**config.mk**
```make
export PLATFORM = sky130hd
export DESIGN_NAME = brownout_alarm_monitor
export DESIGN_NICKNAME = d
export VERILOG_FILES = /design/src/rtl/bam_pkg.sv /design/src/rtl/bam_classify.sv /design/src/rtl/bam_tracker.sv /design/src/rtl/brownout_alarm_monitor.sv
export SDC_FILE = /design/constraint.sdc
export NUM_CORES = 1
export LEC_CHECK = 0
export BUFFER_PORTS_ARGS = -buffer_cell sky130_fd_sc_hd__buf_2
export CAP_MARGIN = 5
export CORE_MARGIN = 2
export CORE_UTILIZATION = 25
export DETAILED_ROUTE_END_ITERATION = 6
export PLACE_DENSITY = 0.52
export SKIP_CTS_REPAIR_TIMING = 1
export SLEW_MARGIN = 30
export SYNTH_ARGS = -nofsm -noshare
export SYNTH_HDL_FRONTEND = slang
export SYNTH_SLANG_ARGS = --single-unit
export TNS_END_PERCENT = 100
```
**constraint.sdc**
```tcl
create_clock -name clk -period 4.2 [get_ports clk]
set_clock_uncertainty 0.15 [all_clocks]
set_input_delay 0.63 -clock clk [delete_from_list [all_inputs] [get_ports clk]]
set_output_delay 0.63 -clock clk [all_outputs]
set_load 0.02 [all_outputs]
```
**src/rtl/bam_pkg.sv**
```systemverilog
// ----------------------------------------------------------------------------
// Brown-out alarm monitor package
// Shared types and constants for the window classifier and alarm tracker.
// ----------------------------------------------------------------------------
package bam_pkg;

  // Configuration register indexes.
  localparam logic [1:0] REG_LONG_LOW_THRESHOLD = 2'd0;
  localparam logic [1:0] REG_SHORT_LOW_MIN      = 2'd1;
  localparam logic [1:0] REG_SHORT_LOW_MAX      = 2'd2;

  // Configuration reset values, truncated to the count width where used.
  localparam logic [31:0] LONG_LOW_RESET  = 32'd4000000;
  localparam logic [31:0] SHORT_MIN_RESET = 32'd80000;
  localparam logic [31:0] SHORT_MAX_RESET = 32'd400000;

  // Alarm mode codes.
  localparam logic [1:0] MODE_NONE      = 2'd0;
  localparam logic [1:0] MODE_SUSTAINED = 2'd1;
  localparam logic [1:0] MODE_PULSED    = 2'd2;

  // Window run thresholds and limits.
  localparam logic [3:0] RUN_TO_SET          = 4'd3;
  localparam logic [3:0] RUN_MAX             = 4'd15;
  localparam logic [5:0] QUIET_TO_CLEAR_RUNS = 6'd10;
  localparam logic [5:0] QUIET_TO_CLEAR_MODE = 6'd50;

  // Classification of one sampling window; neither bit set means quiet.
  typedef struct packed {
    logic sustained;
    logic pulsed;
  } window_class_t;

endpackage

```
**src/rtl/bam_classify.sv**
```systemverilog
// ----------------------------------------------------------------------------
// Brown-out window classifier
// Compares one window's low time and edge count against the thresholds.
// ----------------------------------------------------------------------------
module bam_classify
  import bam_pkg::*;
#(
  parameter int COUNT_WIDTH = 24
) (
  input  logic [COUNT_WIDTH-1:0] low_time,
  input  logic [COUNT_WIDTH-1:0] edges,
  input  logic [COUNT_WIDTH-1:0] long_low_threshold,
  input  logic [COUNT_WIDTH-1:0] short_low_min,
  input  logic [COUNT_WIDTH-1:0] short_low_max,
  output window_class_t          win_class
);

  logic is_long;
  logic in_short_range;
  logic multi_edge;

  // Sustained takes priority over pulsed.
  assign is_long        = low_time > long_low_threshold;
  assign in_short_range = (low_time > short_low_min) && (low_time < short_low_max);
  assign multi_edge     = edges > COUNT_WIDTH'(1);

  assign win_class.sustained = is_long;
  assign win_class.pulsed    = !is_long && in_short_range && multi_edge;

endmodule

```
**src/rtl/bam_tracker.sv**
```systemverilog
// ----------------------------------------------------------------------------
// Brown-out alarm tracker
// Holds the window run counters, alarm mode and LED state, and registers the
// result for each classified window.
// ----------------------------------------------------------------------------
module bam_tracker
  import bam_pkg::*;
(
  input  logic          clk,
  input  logic          rst,
  input  logic          update,
  input  window_class_t win_class,
  output logic          led_on,
  output logic [1:0]    alarm_mode
);

  logic [5:0] quiet_windows;
  logic [3:0] sustained_windows;
  logic [3:0] pulsed_windows;
  logic [1:0] mode_reg;
  logic       window_parity;
  logic       led_reg;

  logic [5:0] quiet_windows_next;
  logic [3:0] sustained_windows_next;
  logic [3:0] pulsed_windows_next;
  logic [1:0] mode_reg_next;
  logic       window_parity_next;
  logic       led_reg_next;
  logic [5:0] quiet_inc;

  assign quiet_inc = quiet_windows + 6'd1;

  // Run counters and alarm mode for this window.
  always_comb begin
    quiet_windows_next     = quiet_windows;
    sustained_windows_next = sustained_windows;
    pulsed_windows_next    = pulsed_windows;
    mode_reg_next          = mode_reg;
    window_parity_next     = ~window_parity;
    if (win_class.sustained) begin
      quiet_windows_next = '0;
      if (sustained_windows < RUN_MAX) begin
        sustained_windows_next = sustained_windows + 4'd1;
      end
      if (sustained_windows_next > RUN_TO_SET) begin
        mode_reg_next = MODE_SUSTAINED;
      end
    end else if (win_class.pulsed) begin
      quiet_windows_next = '0;
      if (pulsed_windows < RUN_MAX) begin
        pulsed_windows_next = pulsed_windows + 4'd1;
      end
      if (pulsed_windows_next > RUN_TO_SET) begin
        mode_reg_next = MODE_PULSED;
      end
    end else begin
      quiet_windows_next = quiet_inc;
      if (quiet_inc > QUIET_TO_CLEAR_RUNS) begin
        sustained_windows_next = '0;
        pulsed_windows_next    = '0;
      end
      if (quiet_inc > QUIET_TO_CLEAR_MODE) begin
        quiet_windows_next = '0;
        mode_reg_next      = MODE_NONE;
      end
    end
  end

  // LED blinks every window in sustained mode, every second window in pulsed mode.
  always_comb begin
    case (mode_reg_next)
      MODE_SUSTAINED: led_reg_next = ~led_reg;
      MODE_PULSED:    led_reg_next = window_parity_next ? led_reg : ~led_reg;
      default:        led_reg_next = 1'b0;
    endcase
  end

  // State registers advance once per window.
  always_ff @(posedge clk) begin
    if (rst) begin
      quiet_windows     <= '0;
      sustained_windows <= '0;
      pulsed_windows    <= '0;
      mode_reg          <= MODE_NONE;
      window_parity     <= 1'b0;
      led_reg           <= 1'b0;
    end else if (update) begin
      quiet_windows     <= quiet_windows_next;
      sustained_windows <= sustained_windows_next;
      pulsed_windows    <= pulsed_windows_next;
      mode_reg          <= mode_reg_next;
      window_parity     <= window_parity_next;
      led_reg           <= led_reg_next;
    end
  end

  // The result is the state left by the latest window.
  assign led_on     = led_reg;
  assign alarm_mode = mode_reg;

endmodule

```
**src/rtl/brownout_alarm_monitor.sv**
```systemverilog
// ----------------------------------------------------------------------------
// Brown-out alarm monitor
// Tracks sustained and pulsed brown-out windows and drives the alarm mode
// and warning LED, one result per sampling window.
// Path from input request to result: input register, then classification and
// state update into the result register. Throughput: one window per cycle
// while out_ready is high; the ready path follows out_ready.
// Reset: synchronous; counters, mode and LED clear, thresholds load defaults.
// ----------------------------------------------------------------------------
module brownout_alarm_monitor
  import bam_pkg::*;
#(
  parameter int COUNT_WIDTH = 24
) (
  input  logic                   clk,
  input  logic                   rst,
  // Window input channel
  input  logic                   in_valid,
  output logic                   in_ready,
  input  logic [COUNT_WIDTH-1:0] low_time_count,
  input  logic [COUNT_WIDTH-1:0] falling_edges,
  // Result channel
  output logic                   out_valid,
  input  logic                   out_ready,
  output logic                   led_on,
  output logic [1:0]             alarm_mode,
  // Configuration write channel
  input  logic                   cfg_valid,
  output logic                   cfg_ready,
  input  logic [1:0]             cfg_index,
  input  logic [COUNT_WIDTH-1:0] cfg_data
);

  logic [COUNT_WIDTH-1:0] long_low_threshold;
  logic [COUNT_WIDTH-1:0] short_low_min;
  logic [COUNT_WIDTH-1:0] short_low_max;

  logic                   win_valid;
  logic [COUNT_WIDTH-1:0] win_low_time;
  logic [COUNT_WIDTH-1:0] win_edges;
  logic                   res_free;
  logic                   win_move;
  window_class_t          win_class;

  // Configuration writes are always taken.
  assign cfg_ready = 1'b1;

  always_ff @(posedge clk) begin
    if (rst) begin
      long_low_threshold <= COUNT_WIDTH'(LONG_LOW_RESET);
      short_low_min      <= COUNT_WIDTH'(SHORT_MIN_RESET);
      short_low_max      <= COUNT_WIDTH'(SHORT_MAX_RESET);
    end else if (cfg_valid) begin
      case (cfg_index)
        REG_LONG_LOW_THRESHOLD: long_low_threshold <= cfg_data;
        REG_SHORT_LOW_MIN:      short_low_min      <= cfg_data;
        REG_SHORT_LOW_MAX:      short_low_max      <= cfg_data;
        default: ;
      endcase
    end
  end

  // Pipeline handshake: a window moves on when the result register is free.
  assign res_free = !out_valid || out_ready;
  assign win_move = win_valid && res_free;
  assign in_ready = !win_valid || res_free;

  // Input register.
  always_ff @(posedge clk) begin
    if (rst) begin
      win_valid <= 1'b0;
    end else if (in_ready) begin
      win_valid <= in_valid;
    end
  end

  always_ff @(posedge clk) begin
    if (in_valid && in_ready) begin
      win_low_time <= low_time_count;
      win_edges    <= falling_edges;
    end
  end

  // Result valid tracks the result register held in the tracker.
  always_ff @(posedge clk) begin
    if (rst) begin
      out_valid <= 1'b0;
    end else if (res_free) begin
      out_valid <= win_valid;
    end
  end

  bam_classify #(
    .COUNT_WIDTH (COUNT_WIDTH)
  ) u_classify (
    .low_time           (win_low_time),
    .edges              (win_edges),
    .long_low_threshold (long_low_threshold),
    .short_low_min      (short_low_min),
    .short_low_max      (short_low_max),
    .win_class          (win_class)
  );

  bam_tracker u_tracker (
    .clk        (clk),
    .rst        (rst),
    .update     (win_move),
    .win_class  (win_class),
    .led_on     (led_on),
    .alarm_mode (alarm_mode)
  );

endmodule

```
== Word level (Yosys, flattened, before mapping) ==
Index checks and enable logic that the tools add are counted.

* Add/subtract/negate cells: 3
* Order comparisons: 10
* Eq/ne operators: 6
* Multiplexer cells: 19
* Bitwise logic cells: 3
* Reduce and logical (&&, ||, !) cells: 19

{| class="wikitable"
|+ Operators with widths
! operator !! count
|-
| $gt 24x24->1 || 2
|-
| $mux 4 || 9
|-
| $gt 24x1->1 const B || 1
|-
| $lt 24x24->1 || 1
|-
| $mux 6 || 3
|-
| $mux 2 || 5
|-
| $add 4x1->4 const B || 2
|-
| $gt 4x2->1 const B || 2
|-
| $lt 4x4->1 const B || 2
|-
| $reduce_and 2->1 || 4
|-
| $add 6x1->6 const B || 1
|-
| $gt 6x4->1 const B || 1
|-
| $gt 6x6->1 const B || 1
|-
| $reduce_and 3->1 || 2
|-
| $logic_and 1x1->1 || 5
|-
| $eq 2x1->1 const B || 2
|-
| $eq 2x2->1 const B || 2
|-
| $reduce_bool 2->1 || 2
|-
| $logic_not 1->1 || 3
|-
| $not 1->1 || 3
|-
| $logic_not 2->1 || 1
|-
| $logic_or 1x1->1 || 2
|-
| $ne 2x1->1 const B || 1
|-
| $ne 2x2->1 const B || 1
|-
| other kinds (2) || 2
|}

* Flip-flop bits (word level): 140
* Input bits: 79
* Word-level logic and storage cells: 73

== Depth between registers and ports, before layout ==
Gate-level depths: netlist of the first run.

* Word-level depth: 13
* Depth in mapped cells: 14

== Modules after synthesis ==
A second synthesis of the first run with hierarchy kept.

* Cell total of the unflattened synthesis: 759
* Area total of the unflattened synthesis: 7609.8 um2

{| class="wikitable"
|+ By module, submodules not included
! module !! times used !! cells an instance !! area an instance (um2) !! sequential area each (um2)
|-
| brownout_alarm_monitor || 1 || 338 || 4479.3 || 2922.8
|-
| bam_classify || 1 || 259 || 1826.8 || 0.0
|-
| bam_tracker || 1 || 162 || 1303.8 || 360.3
|}

== Least setup slack after synthesis of the first run ==
No wires, ideal clock.

* Path type: register to register
* Start point: register win_low_time[7]
* End point: register u_tracker.led_reg (netlist: u_tracker.led_on)
* Setup time: 70 ps
* Arrival: 3139 ps
* Data required time: 3980 ps
* Slack: 840 ps
* Cell stages (with the launch flop): 13
* Path buffers: 0
* Period minus slack after synthesis: 3360 ps
* Cells stage by stage: edfxtp_1 > ha_1 > a21oi_1 > a211oi_1 > or3_1 > a211o_1 > a211o_1 > a21oi_1 > nand3b_1 > o21a_1 > ha_1 > or4_1 > a21oi_1

* Word-level cells in the longest chain between the ends: 9
* Elaborated cells between the ends (all ways): 14
* Those cells by class: order compare (3); eq/ne (3); mux (3); reduce/logical (5)

{| class="wikitable"
|+ RTL lines
! element !! line !! RTL
|-
| from (decl) || brownout_alarm_monitor.sv:39 || <nowiki>logic [COUNT_WIDTH-1:0] win_low_time;</nowiki>
|-
| from (signal assigned) || brownout_alarm_monitor.sv:79 || <nowiki>win_low_time <= low_time_count;</nowiki>
|-
| $gt 24x24->1, or another cell as far along || bam_classify.sv:23 || <nowiki>assign is_long = low_time > long_low_threshold;</nowiki>
|-
| $logic_not 1->1 or $logic_and 1x1->1 (tied branches) || bam_classify.sv:28, bam_classify.sv:24 ||
|-
| $logic_and 1x1->1 (2 in series) || bam_classify.sv:28 || <nowiki>assign win_class.pulsed = !is_long && in_short_range && multi_edge;</nowiki>
|-
| $mux 2 || bam_tracker.sv:49 || <nowiki>end else if (win_class.pulsed) begin</nowiki>
|-
| $mux 2 (*) || bam_tracker.sv:41 || <nowiki>if (win_class.sustained) begin</nowiki>
|-
| $eq 2x2->1 || bam_tracker.sv:72 || <nowiki>case (mode_reg_next)</nowiki>
|-
| $ne 2x1->1 (no line) || n/a ||
|-
| $reduce_and 2->1 (no line) || n/a ||
|-
| to (signal assigned) || bam_tracker.sv:94 || <nowiki>led_reg <= led_reg_next;</nowiki>
|-
| to (decl) || bam_tracker.sv:22 || <nowiki>logic led_reg;</nowiki>
|}

Every way passes the cells marked *; elsewhere a longest branch is shown, timed or not.
A chain may end at the register's enable or synchronous reset.

== Worst setup path in the final report of the first run ==
* Start point: register win_low_time[23]
* End point: register u_tracker.led_reg (netlist: u_tracker.led_on)

Same word-level chain as after synthesis.

==> results of run 1 <==
[through the flow]
stage	total power, mW	std cells	hold WS (ns)	util
after floorplan	1.71	746	0.286	-
after CTS	3.32	1182	0.198	0.306
final	3.27	1185	0.232	0.307
after detailed placement	1.83	1150	0.298	0.284
after global routing	3.43	1184	0.211	0.307
after global placement	1.83	1150	0.293	0.284
[layout make-up]
type | instances | area (um2) | share of cell area
inverter | 73 | 274 | 0.0332
sequential | 139 | 3250 | 0.394
clock inverter | 15 | 148 | 0.0179
tap | 341 | 427 | 0.0516
timing repair buffer | 90 | 478 | 0.0578
antenna | 1 | 2.50 | 0.000303
multi-input combinational | 509 | 3260 | 0.394
clock buffer | 17 | 425 | 0.0515
[metal layers]
layer	wire length (um)	part of all wire	up-vias
met5	0	0	-
met4	214	0.013	0
met3	832	0.050	13
met2	7380	0.45	98
met1	8090	0.49	2423
li1	-	-	2773
[sequential cells by signal, summed over array words and instances, names as in the netlist]
register / flops
out_valid: 1
u_tracker.pulsed_windows: 4
u_tracker.alarm_mode: 2
win_edges: 23
u_tracker.led_on: 1
u_tracker.sustained_windows: 4
win_low_time: 24
short_low_max: 24
u_tracker.quiet_windows: 6
win_valid: 1
u_tracker.window_parity: 1
long_low_threshold: 24
short_low_min: 24
[worst reg2reg max path, stage by stage (launching register included)]
cell and delay, ns:
edfxtp_1 0.43, ha_1 0.34, nand4_1 0.19, nor4_1 0.50, o311a_1 0.26, nor4_1 0.07
a211o_1 0.38, a21oi_1 0.26, nand3b_1 0.17, o21a_1 0.13, ha_1 0.22, or4_1 0.50
a21oi_1 0.12
[how the worst max path moves through the flow]
stage                          start               end  slack, ns  depth (start not counted)
floorplan            win_low_time[7]  u_tracker.led_on       0.84                         12
global route        win_low_time[23]  u_tracker.led_on       0.12                         12
detailed placement  win_low_time[23]  u_tracker.led_on       0.35                         12
finish              win_low_time[23]  u_tracker.led_on       0.41                         12
CTS                 win_low_time[23]  u_tracker.led_on       0.34                         12
global placement    win_low_time[23]  u_tracker.led_on       0.40                         12
[cell usage in the layout (no fill, tap or decap), types with 7 or more instances in the layout]
| cell type | instances |
|---|---|
| a211o_1 | 20 |
| a21oi_1 | 98 |
| buf_2 | 82 |
| clkbuf_16 | 17 |
| dfxtp_1 | 92 |
| edfxtp_1 | 47 |
| ha_1 | 76 |
| inv_1 | 73 |
| nand2_1 | 128 |
| nand3_1 | 21 |
| nand4_1 | 14 |
| nor2_1 | 43 |
| nor4_1 | 7 |
| o21ai_0 | 15 |
[power groups by stage]
stage | Sequential (mW) | Combinational [mW] | Clock [mW]
after detailed placement | 1.51 | 0.320 | 0
final | 1.48 | 0.319 | 1.47
after global routing | 1.49 | 0.369 | 1.57
after floorplan | 1.51 | 0.204 | 0
after CTS | 1.48 | 0.323 | 1.52
after global placement | 1.51 | 0.317 | 0
[cells by family (layout without fill, tap and decap cells)]
| group | Yosys count | in the layout | synth area share |
|---|---|---|---|
| XOR/XNOR | 6 | 6 | 0.00764 |
| AND/OR/NAND/NOR | 254 | 254 | 0.172 |
| other | 1 | 2 | 0.000545 |
| flip-flops | 139 | 139 | 0.473 |
| multiplexers | 3 | 3 | 0.00455 |
| adder cells (fa/ha/maj) | 76 | 76 | 0.138 |
| AO/OA/AOI/OAI | 169 | 169 | 0.149 |
| buffers and inverters | 98 | 195 | 0.0540 |
==> metrics.cfg, run 1 <==
[timing]
period_minus_slack_ns = 3.79
final.period_utilization = 0.903
tns_ns = 0
grt_setup_unrepaired = false
slew_viol_final = 0
fin_ws_ns = 0.409
fmax_mhz = 264
finalSetupViolations = 0
relSlewSlack = 0.418
hold_violations = 0
max_slew.worst_pin.slew_ns = 0.873

[logic_synthesis]
synthTopCellsByCount = 128 x nand2_1, 98 x a21oi_1, 92 x dfxtp_1, 76 x ha_1, 73 x inv_1
netlist_instances = 746
synth_seq_cells = 139
synth_top_area_share = 0.268
synth_nets = 901
yosysWarnings = 0
yosysSeqAreaShare = 0.473
yosysUniqueCellTypes = 55
async_reset_ff_frac = 0
syn_area_um2 = 6880
avgSynthCellArea_um2 = 9.22
synth_ff_type = dfxtp_1
post-synth-top-count-cell = nand2_1
synth_edf_count = 47
yosysTopAreaCell = dfxtp_1
ys_top_cells_by_area = dfxtp_1 27%, edfxtp_1 21%, ha_1 14%

[power]
p_int_mw = 2.45
ir_worst_vdd_v = 0.000194
switchingPower_mw = 0.818
leakagePower_nw = 3.30
p_seq_frac = 0.454
power_density_nw_per_um2 = 396
power_frac_clock = 0.449
p_comb_frac = 0.098
switching_share = 0.250

[floorplanning]
initial_core_util = 0.255
core_area_um2 = 27000
die_h_um = 170
num_rows = 60
die_w_um = 170
dieArea_um2 = 28800
io_pins = 85

[detailed_routing]
drtIter0Drc = 271
ant_nets = 0
via_per_inst = 4.48
wirelength_um = 16500
detail_route.wl_per_cell_um = 13.9
vias = 5307
drc = 0
dr.pass1.iters = 4

[global_route]
grt_antenna_before_repair = 1
busiest_layer = met2
globalRouteMet1Util = 0.157
grt_util_met3 = 0.0344
grt_pass1_wl_um = 26900
grt-ovfl-total = 0
grt.met2_usage = 0.196
track_usage = 0.121
grt_max_degree = 34
grt_pass1_vias = 5146

[finish]
final_nets = 985
fill_cells = 2793
syn2layout_area_growth_pct = 20.2
stdcell_area_um2 = 8260
drive_gt1_frac = 0.158

[job]
max_cap_viol_count = 0

[setup_path]
end_kind = register
cpMaxStageDelayCell = nor4_1
cp_cell_sequence = ha_1 > nand4_1 > nor4_1 > o311a_1 > nor4_1 > a211o_1 > a21oi_1 > nand3b_1 > o21a_1 > ha_1 > or4_1 > a21oi_1
path_max_fanout = 7
crit_buf_inv = 0
crit_type = register to register
reg2reg_to = u_tracker.led_on
slowest_delay_ns = 0.50
reg2reg_from = win_low_time[23]
cp_top_family = simple AND/OR/NAND/NOR gates
critical_path_required_ns = 4.40
critPathArrivalTime_ns = 3.99
r2r_cells = 12
reg2reg_slack_ns = 0.41
critPathLaunchType = register

[clock_network]
cts_tree = done
clockRootBuffer = clkbuf_16
clockBufferDepth = 2
h-tree-depth = 4
cts_buffers = 17
cts.sinks = 139
clk-insertion-delay-late_ns = 0.42
clk_pin_slew_worst_paths_ns = 0.06

[outcome]
status = completed

[placement]
place_congestion = 0.789
dpl_cell_area_um2 = 7670
io_buffers = 82
dp_hpwl_um = 12100
pre_cts_ws_ns = 0.348

[hold_path]
hold_depth = 1
holdPathEnd = win_low_time[9]
worstHoldStart = low_time_count[9]
hp-class = input pin to register

Power figures use the tool's default switching activity.
==> inputs of run 2 (changes only) <==
--- a/config.mk
+++ b/config.mk
@@ -15,5 +15,6 @@
 export SLEW_MARGIN = 30
 export SYNTH_ARGS = -nofsm -noshare
 export SYNTH_HDL_FRONTEND = slang
+export SYNTH_HIERARCHICAL = 1
 export SYNTH_SLANG_ARGS = --single-unit
 export TNS_END_PERCENT = 100
==> metrics.cfg, run 2 <==
[setup_path]
cpMaxStageDelayCell = edfxtp_1
end_kind = register
critPathLaunchType = register
crit_type = register to register
cp_cell_sequence = ha_1 > and4_1 > nand4_1 > nor4_1 > a2111oi_0 > o21ai_0 > nor4_2 > buf_4 > inv_1 > a211oi_2 > a21o_1 > o21bai_1 > ha_1 > or3_1 > a21oi_1
critical_path_required_ns = 4.40
cp_common_cell = ha_1
slowest_delay_ns = 0.45
r2r_cells = 15
critPathArrivalTime_ns = 4.02
path_max_fanout = 4

[global_route]
grt_pass1_vias = 5326
grt_pass1_wl_um = 28000
grt-ovfl-total = 0
grt_max_degree = 39
grt_antenna_before_repair = 0
track_usage = 0.115

[timing]
max_slew.worst_pin.slew_ns = 0.877
fmax_mhz = 262
final.period_utilization = 0.909
grt_setup_unrepaired = false
period_minus_slack_ns = 3.82
slew_viol_final = 0
relSlewSlack = 0.414
tns_ns = 0
finalSetupViolations = 0
hold_violations = 0

[finish]
final_nets = 992
diodes = 0
final_common_cell = dfxtp_1
stdcell_area_um2 = 8930
syn2layout_area_growth_pct = 17.8
drive_gt1_frac = 0.168
mostFrequentLayoutCells = 92 x dfxtp_1, 82 x nand2b_1, 82 x buf_2

[clock_network]
cts_tree = done
clk-insertion-delay-late_ns = 0.42
clk_pin_slew_worst_paths_ns = 0.06
h-tree-depth = 4
clockRootBuffer = clkbuf_16
cts_buffers = 17
clockBufferDepth = 2
cts.sinks = 139

[detailed_routing]
via_per_inst = 4.35
wirelength_um = 17400
drc = 0
dr.pass1.iters = 4
vias = 5397
detail_route.wl_per_cell_um = 14.0
drtIter0Drc = 313
ant_nets = 0

[floorplanning]
die_h_um = 178
io_pins = 85
initial_core_util = 0.255
dieArea_um2 = 31700
core_area_um2 = 29700
num_rows = 63
die_w_um = 178

[placement]
place_congestion = 0.805
dp_hpwl_um = 12700
io_buffers = 82
dpl_cell_area_um2 = 8370

[logic_synthesis]
avgSynthCellArea_um2 = 10.0
yosysWarnings = 6
netlist_instances = 758
syn_area_um2 = 7580
synth_nets = 913

[power]
ir_worst_vdd_v = 0.000226
leakagePower_nw = 3.69
power_density_nw_per_um2 = 362

[hold_path]
hp-class = input pin to register
hold_depth = 1

[job]
max_cap_viol_count = 0

[outcome]
status = completed

[run 2: cell type report]
class	count	area (um2)
repair buffers	92	485
multi-input cells	509	3850
well taps	390	488
clock inverters	14	123
fillers	3086	20800
inverters	78	293
flip-flops and latches	139	3250
clock buffers	18	429
[run 2: worst paths after layout]
path                     start                to  slack, ns
min reg2reg          win_valid         out_valid       0.31
min          low_time_count[2]   win_low_time[2]       0.23
max           win_low_time[23]  u_tracker/led_on       0.38
max reg2reg   win_low_time[23]  u_tracker/led_on       0.38
[run 2: where the power goes]
| part | leakage (nW) | switching [mW] | total (mW) | internal [mW] |
|---|---|---|---|---|
| clock network | 0.261 | 0.607 | 1.42 | 0.815 |
| logic | 2.23 | 0.183 | 0.328 | 0.145 |
| registers | 1.21 | 0.0353 | 1.49 | 1.45 |
[run 2: worst max-delay path, delay by kind of cell (launching register included)]
kind | cells | cell delay (ns)
DFF | 1 | 0.45
buffers and inverters | 2 | 0.24
and+or+nand+nor | 5 | 1.06
adders and majority gates | 2 | 0.56
AOI/OAI and AO/OA | 6 | 1.27
[run 2: per-layer routing]
layer  GRT usage  wire (um)  share of wire  up-vias
met1       0.157       8880           0.51     2494
met5           0          0              0        -
met3      0.0230        441          0.025       13
met2       0.182       7810           0.45       81
li1            -          -              -     2809
met4      0.0400        225          0.013        0
[run 2: through the flow]
step	setup WS [ns]	power (mW)	util	cells	hold slack, ns
floorplan	0.601	1.73	-	758	0.284
global placement	0.316	1.84	0.282	1208	0.301
detailed placement	0.299	1.85	0.282	1208	0.309
CTS	0.257	3.29	0.300	1240	0.208
global route	0.0656	3.40	0.300	1240	0.205
finish	0.381	3.24	0.300	1240	0.229
